===== src/hdl/serial_console_command_parser_macros.svh =====
// Assertion macros shared by the console command parser RTL.
`ifndef SERIAL_CONSOLE_COMMAND_PARSER_MACROS_SVH
`define SERIAL_CONSOLE_COMMAND_PARSER_MACROS_SVH
`ifndef SYNTHESIS
// Implication in the same cycle, checked on clk_i, off during reset.
`define SCP_ASSERT_IMP(lbl, ante, cons, msg) \
  lbl: assert property (@(posedge clk_i) disable iff (!rst_ni) (ante) |-> (cons)) \
    else $error(msg);
// Implication into the next cycle, checked on clk_i, off during reset.
`define SCP_ASSERT_NXT(lbl, ante, cons, msg) \
  lbl: assert property (@(posedge clk_i) disable iff (!rst_ni) (ante) |=> (cons)) \
    else $error(msg);
`else
`define SCP_ASSERT_IMP(lbl, ante, cons, msg)
`define SCP_ASSERT_NXT(lbl, ante, cons, msg)
`endif
`endif


===== src/hdl/scp_pkg.sv =====
// Shared constants, types and event codes of the console command parser.
`timescale 1ns / 1ps
`default_nettype none
package scp_pkg;

  localparam int LineCapacity = 32;
  localparam int StoreDepth   = LineCapacity - 1;
  localparam int LenW         = $clog2(LineCapacity);
  localparam int PrefixLen    = 9;
  localparam int ArgLen       = 12;
  localparam int NumFields    = 6;

  localparam logic [7:0] ChLf = 8'h0A;
  localparam logic [7:0] ChCr = 8'h0D;

  localparam logic [3:0][7:0]           KwHelp = "HELP";
  localparam logic [3:0][7:0]           KwTest = "TEST";
  localparam logic [PrefixLen-1:0][7:0] KwSet  = "SET TIME ";

  typedef enum logic [2:0] {
    EvHelp    = 3'd0,
    EvTest    = 3'd1,
    EvTime    = 3'd2,
    EvBadFmt  = 3'd3,
    EvUnknown = 3'd4,
    EvTooLong = 3'd5
  } event_e;

  typedef logic [StoreDepth-1:0][7:0] store_t;

  // Line buffer status seen by the matcher and the control
  typedef struct packed {
    logic [LenW-1:0] line_len;
    logic [LenW-1:0] text_len;
  } line_stat_t;

  // Decoded line: event plus the six time fields
  typedef struct packed {
    event_e                   ev;
    logic [NumFields-1:0][7:0] fields;
  } match_t;

endpackage
`default_nettype wire


===== src/hdl/scp_line_buf.sv =====
// Line store with character count and text length up to the first zero byte.
`timescale 1ns / 1ps
`default_nettype none
`include "serial_console_command_parser_macros.svh"
module scp_line_buf (
  input  wire logic               clk_i,
  input  wire logic               rst_ni,
  input  wire logic               we_i,
  input  wire logic               clr_i,
  input  wire logic [7:0]         byte_i,
  output scp_pkg::store_t         store_o,
  output scp_pkg::line_stat_t     stat_o
);

  scp_pkg::store_t               store_q;
  logic [scp_pkg::LenW-1:0]      line_len_q, line_len_d;
  logic [scp_pkg::LenW-1:0]      text_len_q, text_len_d;
  logic                          zero_seen_q, zero_seen_d;

  // Write the word at the current fill position
  always_ff @(posedge clk_i) begin
    for (int i = 0; i < scp_pkg::StoreDepth; i++) begin
      if (we_i && line_len_q == scp_pkg::LenW'(i)) begin
        store_q[i] <= byte_i;
      end
    end
  end

  // Advance the counts, or drop the line
  always_comb begin
    line_len_d  = line_len_q;
    text_len_d  = text_len_q;
    zero_seen_d = zero_seen_q;
    if (clr_i) begin
      line_len_d  = '0;
      text_len_d  = '0;
      zero_seen_d = 1'b0;
    end else if (we_i) begin
      line_len_d = line_len_q + 1'b1;
      if (byte_i == 8'h00) begin
        zero_seen_d = 1'b1;
      end else if (!zero_seen_q) begin
        text_len_d = text_len_q + 1'b1;
      end
    end
  end

  always_ff @(posedge clk_i or negedge rst_ni) begin
    if (!rst_ni) begin
      line_len_q  <= '0;
      text_len_q  <= '0;
      zero_seen_q <= 1'b0;
    end else begin
      line_len_q  <= line_len_d;
      text_len_q  <= text_len_d;
      zero_seen_q <= zero_seen_d;
    end
  end

  assign store_o         = store_q;
  assign stat_o.line_len = line_len_q;
  assign stat_o.text_len = text_len_q;

  `SCP_ASSERT_IMP(a_text_within_line, 1'b1, text_len_q <= line_len_q,
                  "text length exceeds line length")
  `SCP_ASSERT_IMP(a_write_has_room, we_i,
                  line_len_q < scp_pkg::LenW'(scp_pkg::StoreDepth),
                  "write into a full line store")
  `SCP_ASSERT_NXT(a_clear_empties, clr_i, line_len_q == '0 && !zero_seen_q,
                  "line not emptied after clear")

endmodule
`default_nettype wire


===== src/hdl/scp_field.sv =====
// Two-character numeric field read with blank skip, optional sign and digits.
`timescale 1ns / 1ps
`default_nettype none
module scp_field (
  input  wire logic [7:0] c0_i,
  input  wire logic [7:0] c1_i,
  output logic      [7:0] value_o
);

  function automatic logic is_blank(input logic [7:0] c);
    return c == 8'h20 || c == 8'h09 || c == 8'h0B || c == 8'h0C;
  endfunction

  function automatic logic is_digit(input logic [7:0] c);
    return c >= 8'h30 && c <= 8'h39;
  endfunction

  logic       neg;
  logic [7:0] mag;
  logic [7:0] tens;

  // Ten times the first digit
  assign tens = {1'b0, c0_i[3:0], 3'b000} + {3'b000, c0_i[3:0], 1'b0};

  always_comb begin
    neg = 1'b0;
    mag = '0;
    if (is_blank(c0_i)) begin
      if (is_digit(c1_i)) begin
        mag = {4'b0000, c1_i[3:0]};
      end
    end else if (c0_i == 8'h2B || c0_i == 8'h2D) begin
      neg = (c0_i == 8'h2D);
      if (is_digit(c1_i)) begin
        mag = {4'b0000, c1_i[3:0]};
      end
    end else if (is_digit(c0_i)) begin
      if (is_digit(c1_i)) begin
        mag = tens + {4'b0000, c1_i[3:0]};
      end else begin
        mag = {4'b0000, c0_i[3:0]};
      end
    end
  end

  assign value_o = neg ? (~mag + 8'd1) : mag;

endmodule
`default_nettype wire


===== src/hdl/scp_matcher.sv =====
// Command decode of a finished line: keywords, time prefix and its fields.
`timescale 1ns / 1ps
`default_nettype none
module scp_matcher (
  input  wire scp_pkg::store_t     store_i,
  input  wire scp_pkg::line_stat_t stat_i,
  output scp_pkg::match_t          match_o
);

  // Fold lower case letters to upper case
  function automatic logic [7:0] fold(input logic [7:0] c);
    return (c >= 8'h61 && c <= 8'h7A) ? (c - 8'd32) : c;
  endfunction

  logic help_hit, test_hit, set_hit;
  logic len_kw, len_set, len_time;
  logic [scp_pkg::NumFields-1:0][7:0] fields;

  assign len_kw   = stat_i.text_len == scp_pkg::LenW'(4);
  assign len_set  = stat_i.text_len >= scp_pkg::LenW'(scp_pkg::PrefixLen);
  assign len_time = stat_i.text_len ==
                    scp_pkg::LenW'(scp_pkg::PrefixLen + scp_pkg::ArgLen);

  // Compare fixed positions against the keywords
  always_comb begin
    help_hit = 1'b1;
    test_hit = 1'b1;
    set_hit  = 1'b1;
    for (int i = 0; i < 4; i++) begin
      if (fold(store_i[i]) != scp_pkg::KwHelp[3-i]) help_hit = 1'b0;
      if (fold(store_i[i]) != scp_pkg::KwTest[3-i]) test_hit = 1'b0;
    end
    for (int i = 0; i < scp_pkg::PrefixLen; i++) begin
      if (fold(store_i[i]) != scp_pkg::KwSet[scp_pkg::PrefixLen-1-i]) set_hit = 1'b0;
    end
  end

  // Read the six two-character fields after the prefix
  for (genvar k = 0; k < scp_pkg::NumFields; k++) begin : g_field
    scp_field u_field (
      .c0_i    (store_i[scp_pkg::PrefixLen + 2*k]),
      .c1_i    (store_i[scp_pkg::PrefixLen + 2*k + 1]),
      .value_o (fields[k])
    );
  end

  always_comb begin
    match_o.fields = '0;
    if (len_kw && help_hit) begin
      match_o.ev = scp_pkg::EvHelp;
    end else if (len_kw && test_hit) begin
      match_o.ev = scp_pkg::EvTest;
    end else if (len_set && set_hit) begin
      if (len_time) begin
        match_o.ev     = scp_pkg::EvTime;
        match_o.fields = fields;
      end else begin
        match_o.ev = scp_pkg::EvBadFmt;
      end
    end else begin
      match_o.ev = scp_pkg::EvUnknown;
    end
  end

endmodule
`default_nettype wire


===== src/hdl/serial_console_command_parser.sv =====
// Console command parser: input register, line buffer, decode, result register.
//
// Usage: received console bytes enter on the input channel (in_valid_i,
// in_stall_o, rx_byte_i), one word per handshake. Words other than CR and LF
// collect in a line store of up to 31 characters; CR or LF ends a nonempty
// line, which is decoded into one result word on the output channel
// (out_valid_o, out_stall_i, event_res_o and the six time fields).
// A 32nd character gives a too-long result and drops the line. Time fields
// are zero on every event but time set.
// out_valid_o rises once the ending byte, held in the input register, passes
// decode into the result register. Throughput: one byte per cycle unless a
// result waits under out_stall_i; the line store, the keyword compare and
// the field readers sit in one pass between the two registers.
// Reset empties the line and clears both valid flags; store contents are
// not reset. While a result waits under out_stall_i, bytes that only add
// to the line keep flowing; a byte that would give a second result holds
// in the input register and in_stall_o rises until the result is taken.
`timescale 1ns / 1ps
`default_nettype none
`include "serial_console_command_parser_macros.svh"
module serial_console_command_parser (
  input  wire logic              clk_i,
  input  wire logic              rst_ni,
  input  wire logic              in_valid_i,
  output logic                   in_stall_o,
  input  wire logic [7:0]        rx_byte_i,
  output logic                   out_valid_o,
  input  wire logic              out_stall_i,
  output logic [2:0]             event_res_o,
  output logic signed [7:0]      year_o,
  output logic signed [7:0]      month_o,
  output logic signed [7:0]      day_o,
  output logic signed [7:0]      hours_o,
  output logic signed [7:0]      minutes_o,
  output logic signed [7:0]      seconds_o
);

  logic                                byte_vld_q;
  logic [7:0]                          byte_q;
  logic                                res_vld_q;
  scp_pkg::event_e                     res_ev_q;
  logic [scp_pkg::NumFields-1:0][7:0]  res_fields_q;

  scp_pkg::store_t     store;
  scp_pkg::line_stat_t stat;
  scp_pkg::match_t     match;

  logic is_eol, has_line, full, produces, out_free, go;

  // Decide what the held word does
  assign is_eol   = byte_q == scp_pkg::ChCr || byte_q == scp_pkg::ChLf;
  assign has_line = stat.line_len != '0;
  assign full     = stat.line_len == scp_pkg::LenW'(scp_pkg::StoreDepth);
  assign produces = is_eol ? has_line : full;
  assign out_free = !res_vld_q || !out_stall_i;
  assign go       = byte_vld_q && (!produces || out_free);

  assign in_stall_o = byte_vld_q && !go;

  // Hold the input word until it is consumed
  always_ff @(posedge clk_i or negedge rst_ni) begin
    if (!rst_ni) begin
      byte_vld_q <= 1'b0;
    end else if (in_valid_i && !in_stall_o) begin
      byte_vld_q <= 1'b1;
    end else if (go) begin
      byte_vld_q <= 1'b0;
    end
  end

  always_ff @(posedge clk_i) begin
    if (in_valid_i && !in_stall_o) begin
      byte_q <= rx_byte_i;
    end
  end

  scp_line_buf u_line_buf (
    .clk_i   (clk_i),
    .rst_ni  (rst_ni),
    .we_i    (go && !is_eol && !full),
    .clr_i   (go && produces),
    .byte_i  (byte_q),
    .store_o (store),
    .stat_o  (stat)
  );

  scp_matcher u_matcher (
    .store_i (store),
    .stat_i  (stat),
    .match_o (match)
  );

  // Load a new result, or drop the taken one
  always_ff @(posedge clk_i or negedge rst_ni) begin
    if (!rst_ni) begin
      res_vld_q <= 1'b0;
    end else if (go && produces) begin
      res_vld_q <= 1'b1;
    end else if (!out_stall_i) begin
      res_vld_q <= 1'b0;
    end
  end

  always_ff @(posedge clk_i) begin
    if (go && produces) begin
      if (is_eol) begin
        res_ev_q     <= match.ev;
        res_fields_q <= match.fields;
      end else begin
        res_ev_q     <= scp_pkg::EvTooLong;
        res_fields_q <= '0;
      end
    end
  end

  assign out_valid_o = res_vld_q;
  assign event_res_o = res_ev_q;
  assign year_o      = $signed(res_fields_q[0]);
  assign month_o     = $signed(res_fields_q[1]);
  assign day_o       = $signed(res_fields_q[2]);
  assign hours_o     = $signed(res_fields_q[3]);
  assign minutes_o   = $signed(res_fields_q[4]);
  assign seconds_o   = $signed(res_fields_q[5]);

  `SCP_ASSERT_IMP(a_fields_zero_off_time, res_vld_q && res_ev_q != scp_pkg::EvTime,
                  res_fields_q == '0, "time fields set on a non-time event")
  `SCP_ASSERT_NXT(a_overflow_reports, go && produces && !is_eol,
                  res_vld_q && res_ev_q == scp_pkg::EvTooLong,
                  "overflow did not report too long")
  `SCP_ASSERT_IMP(a_stall_only_blocked, in_stall_o,
                  byte_vld_q && res_vld_q && out_stall_i,
                  "input stalled without a blocked result")

endmodule
`default_nettype wire


===== config.mk =====
export PLATFORM = sky130hd
export DESIGN_NAME = serial_console_command_parser
export DESIGN_NICKNAME = d
export VERILOG_FILES = /design/src/hdl/scp_pkg.sv /design/src/hdl/scp_line_buf.sv /design/src/hdl/scp_field.sv /design/src/hdl/scp_matcher.sv /design/src/hdl/serial_console_command_parser.sv
export VERILOG_INCLUDE_DIRS = /design/src /design/src/hdl
export SDC_FILE = /design/constraint.sdc
export NUM_CORES = 1
export LEC_CHECK = 0
export ABC_AREA = 1
export ABC_CLOCK_PERIOD_IN_PS = 3000
export BUFFER_PORTS_ARGS = -buffer_cell sky130_fd_sc_hd__buf_2
export CAP_MARGIN = 20
export CORE_MARGIN = 5
export CORE_UTILIZATION = 50
export CTS_CLUSTER_DIAMETER = 60
export DETAILED_ROUTE_END_ITERATION = 12
export GPL_TIMING_DRIVEN = 0
export PLACE_DENSITY = 0.7
export SLEW_MARGIN = 15
export SYNTH_ARGS = -nofsm -noshare
export SYNTH_HDL_FRONTEND = slang
export SYNTH_SLANG_ARGS = --single-unit

===== constraint.sdc =====
create_clock -name clk_i -period 3 [get_ports clk_i]
set_input_delay 0.6 -clock clk_i [delete_from_list [all_inputs] [get_ports clk_i]]
set_output_delay 0.6 -clock clk_i [all_outputs]
set_load 0.02 [all_outputs]

# Word level (Yosys, flattened, before mapping)
# Index checks and enable logic that the tools add are counted.
# classes
n_addsub,29
multipliers,0
n_div,0
magnitude_cmp,43
n_eq_ne,79
shifts,0
n_mux,92
bitwise_logic,9
n_reduce_logical,95
# ops
cell,count
$mux 8,39
$eq 8x4->1 const B,20
$eq 8x6->1 const B,18
$ne 8x7->1 const B,13
$ge 8x6->1 const B,12
$le 8x6->1 const B,12
$ge 8x7->1 const B,9
$le 8x7->1 const B,9
$sub 8x6->8 const B,9
$logic_and 1x1->1,51
$add 7x5->8,6
$add 8x1->8 const B,6
$add 8x4->8,6
$not 8->8,6
$eq 5x4->1 const B,8
$mux 1,38
$eq 5x5->1 const B,7
$mux 5,6
$logic_or 1x1->1,27
$eq 5x3->1 const B,5
$mux 4,6
$ne 8x6->1 const B,2
$add 5x1->5 const B,2
$eq 5x2->1 const B,2
other kinds (14),28
# word_totals
regBits,240
latchBits,0
ramBits,0
mem_bits_ro,0
in_bits,12
output_inout_bits,53
mem_count,0

# Longest topological paths before layout
# depth
depth_word,17
ltp_mapped,15
mapped_depth_nobuf,15

# Modules after synthesis
# A second synthesis with hierarchy kept.
# hier_totals
hier_cells,1761
area_unflattened_um2,17110.2
# by_module_without_submodules
mod,instances,cells_per_inst,area_per_inst_um2,seq_area_each_um2
scp_line_buf,1,393,8369.3,7722.4
serial_console_command_parser,1,200,2381.0,1821.7
scp_field (u_matcher.g_field[3].u_field ...),3,139,780.7,0.0
scp_matcher,1,337,1630.3,0.0
scp_field (u_matcher.g_field[0].u_field ...),2,137,783.3,0.0
scp_field (u_matcher.g_field[2].u_field),1,140,820.8,0.0

# Least setup slack after synthesis
# No wires, ideal clock.
# synth_timing
path_type,register to register
startpoint,reg byte_q[0]
endpoint,reg res_fields_q (netlist bit day_o[0]) (enable)
arrival_time_ps,2400
required_ps,2593
path_slack_ps,193
path_stages_with_launch,9
n_path_buf,0
synth_period_minus_slack_ps,2807
path_cell_list,edfxtp_1 > or2_1 > nand2_1 > nand4_1 > nand2_1 > nand2_1 > inv_1 > nand3_2 > inv_1
# synth_via
elab_chain_cells,7
word_cells_on_any_way,8
# synth_lines
element,line,source
from (decl),serial_console_command_parser.sv:39,logic [7:0] byte_q;
from (signal assigned),serial_console_command_parser.sv:73,byte_q <= rx_byte_i;
$eq 8x4->1,serial_console_command_parser.sv:51,assign is_eol = byte_q == scp_pkg::ChCr || byte_q == scp_pkg::ChLf;
$logic_or 1x1->1 *,serial_console_command_parser.sv:51,
$mux 1 *,serial_console_command_parser.sv:54,assign produces = is_eol ? has_line : full;
$logic_not 1->1,serial_console_command_parser.sv:56,assign go = byte_vld_q && (!produces || out_free);
$logic_or 1x1->1,serial_console_command_parser.sv:56,
$logic_and 1x1->1,serial_console_command_parser.sv:56,
$logic_and 1x1->1 *,-,
named net u_line_buf.clr_i,scp_line_buf.sv:9,"input wire logic clr_i,"
to (signal assigned),serial_console_command_parser.sv:108,res_fields_q <= match.fields;
to (decl),serial_console_command_parser.sv:42,logic [scp_pkg::NumFields-1:0][7:0] res_fields_q;
# Mark *: on every way through the listed nets, which the timed path passes. The rest lies on a longest branch.
# A chain may end at the register's enable or synchronous reset.

# Final worst setup path
# layout_timing
startpoint,reg u_line_buf.line_len_q[0] (netlist name)
endpoint,reg u_line_buf.store_q (netlist bit u_line_buf.store_o[74]) (enable)
# layout_via
elab_chain_cells,8
word_cells_on_any_way,11
# layout_lines
element,line,source
from (decl),scp_line_buf.sv:16,"logic [scp_pkg::LenW-1:0] line_len_q, line_len_d;"
from (signal assigned),scp_line_buf.sv:54,line_len_q <= line_len_d;
$eq 5x5->1 or $reduce_bool 5->1 (tied branches),"serial_console_command_parser.sv:53, serial_console_command_parser.sv:52",
$mux 1,serial_console_command_parser.sv:54,
$logic_not 1->1,serial_console_command_parser.sv:56,
$logic_or 1x1->1,serial_console_command_parser.sv:56,
$logic_and 1x1->1,serial_console_command_parser.sv:56,
$logic_and 1x1->1 (2 in a row),serial_console_command_parser.sv:80,".we_i (go && !is_eol && !full),"
$logic_and 1x1->1 *,scp_line_buf.sv:23,if (we_i && line_len_q == scp_pkg::LenW'(i)) begin
"to (signal, indexed assignment)",scp_line_buf.sv:24,store_q[i] <= byte_i;
to (decl),scp_line_buf.sv:15,scp_pkg::store_t store_q;
# Every way passes the cells marked *; elsewhere a longest branch is shown, timed or not.

==> impl_results.md <==
* Hold crit path type: primary input to flop
* Post-synth ARST share at 5.42%
* Clock Path Buffers at 3
* Final Skew at 9.45 ps
* Post-synth top flop: edfxtp_1
* Complex-gate fraction of the synthesized area at under 10%
* Number of distinct library cells after synthesis at 38
* Initial DRT Pass Iterations at 5
* Die Y at 170 microns
* Placeable Area at 25200 sq um
* Internal power at 0.00648 W
* First-pass GRT wire length at 43500 microns
* Setup violators final at 0
* Clk Tree Root Cell: clkbuf_16
* Sw power at 0.00211 W
* Register bit total from synthesis at 240
* Slew at the pin with the worst max-slew slack at 797 ps
* Vias in the first global route at 8822
* CP endpoint kind: flop
* Antenna violations before repair at 0
* Sequential-to-total area share from yosys stat at roughly 56%
* DRC at 0
* Status: finished, final reports clean
* WL per Instance at 14.7 microns
* IO Pins at 65
* Sw Ratio at 24.6%
* Initial core utilization at 50.8%
* Clk_lat worst skew at 530 ps
* LEAKAGE at 6.44 nW
* Layout Nets at 1551
* Synth warn at 0
* Mapped Cells at 1346
* CTS tree: yes
* CP Launch Type: flop
* DR vias/cell at 5.10
* Largest family of logic cells by synthesized area: simple AND/OR/NAND/NOR gates
* Rows at 58
* Grt total ovfl at 0
* Non-filler cells in the finished layout at between 1500 and 2000
* N_diodes at 0
* Worst-path clk slew at around 60 ps
* PD cells at 583 nW/um^2
* Most frequent cells in the layout: nand2_1 (305), edfxtp_1 (227), inv_1 (198)
* Hold slack at 240 ps
* Max Cap Viol at 0
* Final WL at between 20000 and 30000 microns
* Fin crit period at 2780 ps
* Crit path kind: flop to flop
* Post-Synth XOR/XNOR Area at 0.822%
* FMAX at 360 MHz
* Die X at 170 microns
* Max_slew headroom at 46.7%
* Placed cells at between 1500 and 2000
* PortBufs at 64
* Combinational share of power at 10.5%
* Dpl hpwl at about 18000 microns
* Proportion of synthesized area in mux cells at 0%
* Pin count of the biggest net entering global routing at 54
* VDD IR max at 0.000449 V
* CTS Sinks at 240
* Share of cells above drive strength 1 at 13.3%
* Worst-path maximum fanout at 10
* Vias at 9245
* Tcrit/Tclk final at 92.7%
* Iteration-0 DRC Markers at 580
* Detail Route Antenna Nets at 0
* Clock network fraction of total power at 42.3%
* RSZ-0062 raised after global routing: false
* Post-Syn Area at 12800 sq um
* Commonest non-fill, non-tap cell in the layout: nand2_1
* Syn nets at 1435
* H-tree levels at 1
* WP data required at 3160 ps
* Slew Viols, Final at 0
* Share of power burned in registers at 47.2%
* Mean Syn Cell Area at ~9.5 sq um
* Final GP Congestion at about 0.87
* Layout area overhead at 15.4%
* Simple-gate portion of the synthesized area at roughly 24%
* Die area at 28900 sq um
* CTS buffer count at 27
* Number of flops mapped to enable cells by yosys at 227
* Final hold viol count at 0
* Adder-Cell Fraction of Synth Area at approximately 8.2%
* Total GRT Usage at 18.7%
* Critical Path AT at between 2000 and 3000 ps
power groups by stage:
stage          Sequential [W]  Combinational (W)  Clock [W]
6_report              0.00406           0.000903    0.00363
3_5_place_dp          0.00420           0.000767          0
4_1_cts               0.00407           0.000876    0.00368
3_3_place_gp          0.00419           0.000720          0
5_1_grt               0.00409            0.00103    0.00382
2_1_floorplan         0.00412           0.000572          0
stage by stage:
| stage | area [sq um] | util, % | setup WS [ps] | power [W] | setup TNS (ps) |
|---|---|---|---|---|---|
| 5_1_grt | 14800 | 58.6 | 8.57 | 0.00895 | 0 |
| 6_report | 14800 | 58.6 | 219 | 0.00860 | 0 |
| 3_5_place_dp | 13600 | 53.9 | -303 | 0.00496 | -34720 |
| 3_3_place_gp | 13500 | 53.7 | -1310 | 0.00492 | -100580 |
| 4_1_cts | 14700 | 58.4 | 11.9 | 0.00863 | 0 |
| 2_1_floorplan | 12800 | - | 193 | 0.00469 | 0 |
cell usage after synthesis (all sizes together) (9+ instances only):
master | n | share of area, %
a21oi | 62 | 2.7
o21ai | 36 | 1.5
nor3 | 25 | 1.4
nor2 | 201 | 6.2
inv | 203 | 6.0
fa | 12 | 1.9
xor2 | 9 | 0.62
dfrtp | 13 | 2.5
ha | 65 | 6.4
nand2 | 308 | 9.1
nand3b | 12 | 0.70
nand3 | 124 | 5.0
nand4 | 16 | 0.90
edfxtp | 227 | 53
what timing repair did:
action / 4_1_cts / 5_1_grt
pin swaps: 0 / 0
cloned: 0 / 0
hold buffers: 1 / 0
endpoints found under the setup margin: 174 / 41
gates resized for setup: 0 / 5
setup buffers: 15 / 4
hold endpoints to repair: 13 / 0
critical path: stages, from the launching register on:
cell     delay (ps)
dfrtp_1         410
ha_1            210
inv_1            70
nor2_1           60
ha_1            190
inv_1            80
nand3_1         150
buf_2           250
inv_1           190
nand3_1         210
nor2_1          590
kinds of logic after synthesis:
kind of cell,count (synthesis)
buffers and inverters,210
AND/OR/NAND/NOR,702
adder cells (fa/ha/maj),77
AO/OA/AOI/OAI,105
XOR/XNOR,12
flip-flops,240
final cells by class:
class                           instances  area, sq um
Clock inverter                         19          309
Multi-Input combinational cell        896         4860
Fill cell                            2089        10400
Tap cell                              330          413
Buffer                                  7         60.1
Inverter                              203          764
Timing Repair Buffer                   87          522
Sequential cell                       240         7140
Clock buffer                           31          691
routing by layer:
| metal | wire [microns] | GRT usage [%] |
|---|---|---|
| met1 | 11500 | 25.2 |
| met2 | 12800 | 32.2 |
| met3 | 1500 | 2.16 |
| met4 | 845 | 5.31 |
| met5 | 0 | 0 |
final timing paths:
check                                    startpoint                  endpoint  slack (ps)  cells past startpoint
setup / recovery           u_line_buf.line_len_q[0]    u_line_buf.store_o[74]         220                     10
hold reg to reg              u_line_buf.zero_seen_q    u_line_buf.zero_seen_q         530                      2
max in group asynchronous                    rst_ni  u_line_buf.line_len_q[1]        2270                      2
min in group asynchronous                    rst_ni  u_line_buf.text_len_q[0]         490                      2
setup reg to reg           u_line_buf.line_len_q[0]    u_line_buf.store_o[74]         220                     10
hold / removal                         rx_byte_i[4]                 byte_q[4]         240                      1
sequential cells by signal, summed over array words and instances, names as in the netlist:
name	cells
seconds_o	8
u_line_buf.text_len_q	5
byte_vld_q	1
u_line_buf.store_o	168
minutes_o	8
byte_q	8
hours_o	8
event_res_o	3
u_line_buf.line_len_q	5
month_o	8
out_valid_o	1
year_o	8
u_line_buf.zero_seen_q	1
day_o	8
Note: power is estimated with default switching activity, not from simulation.
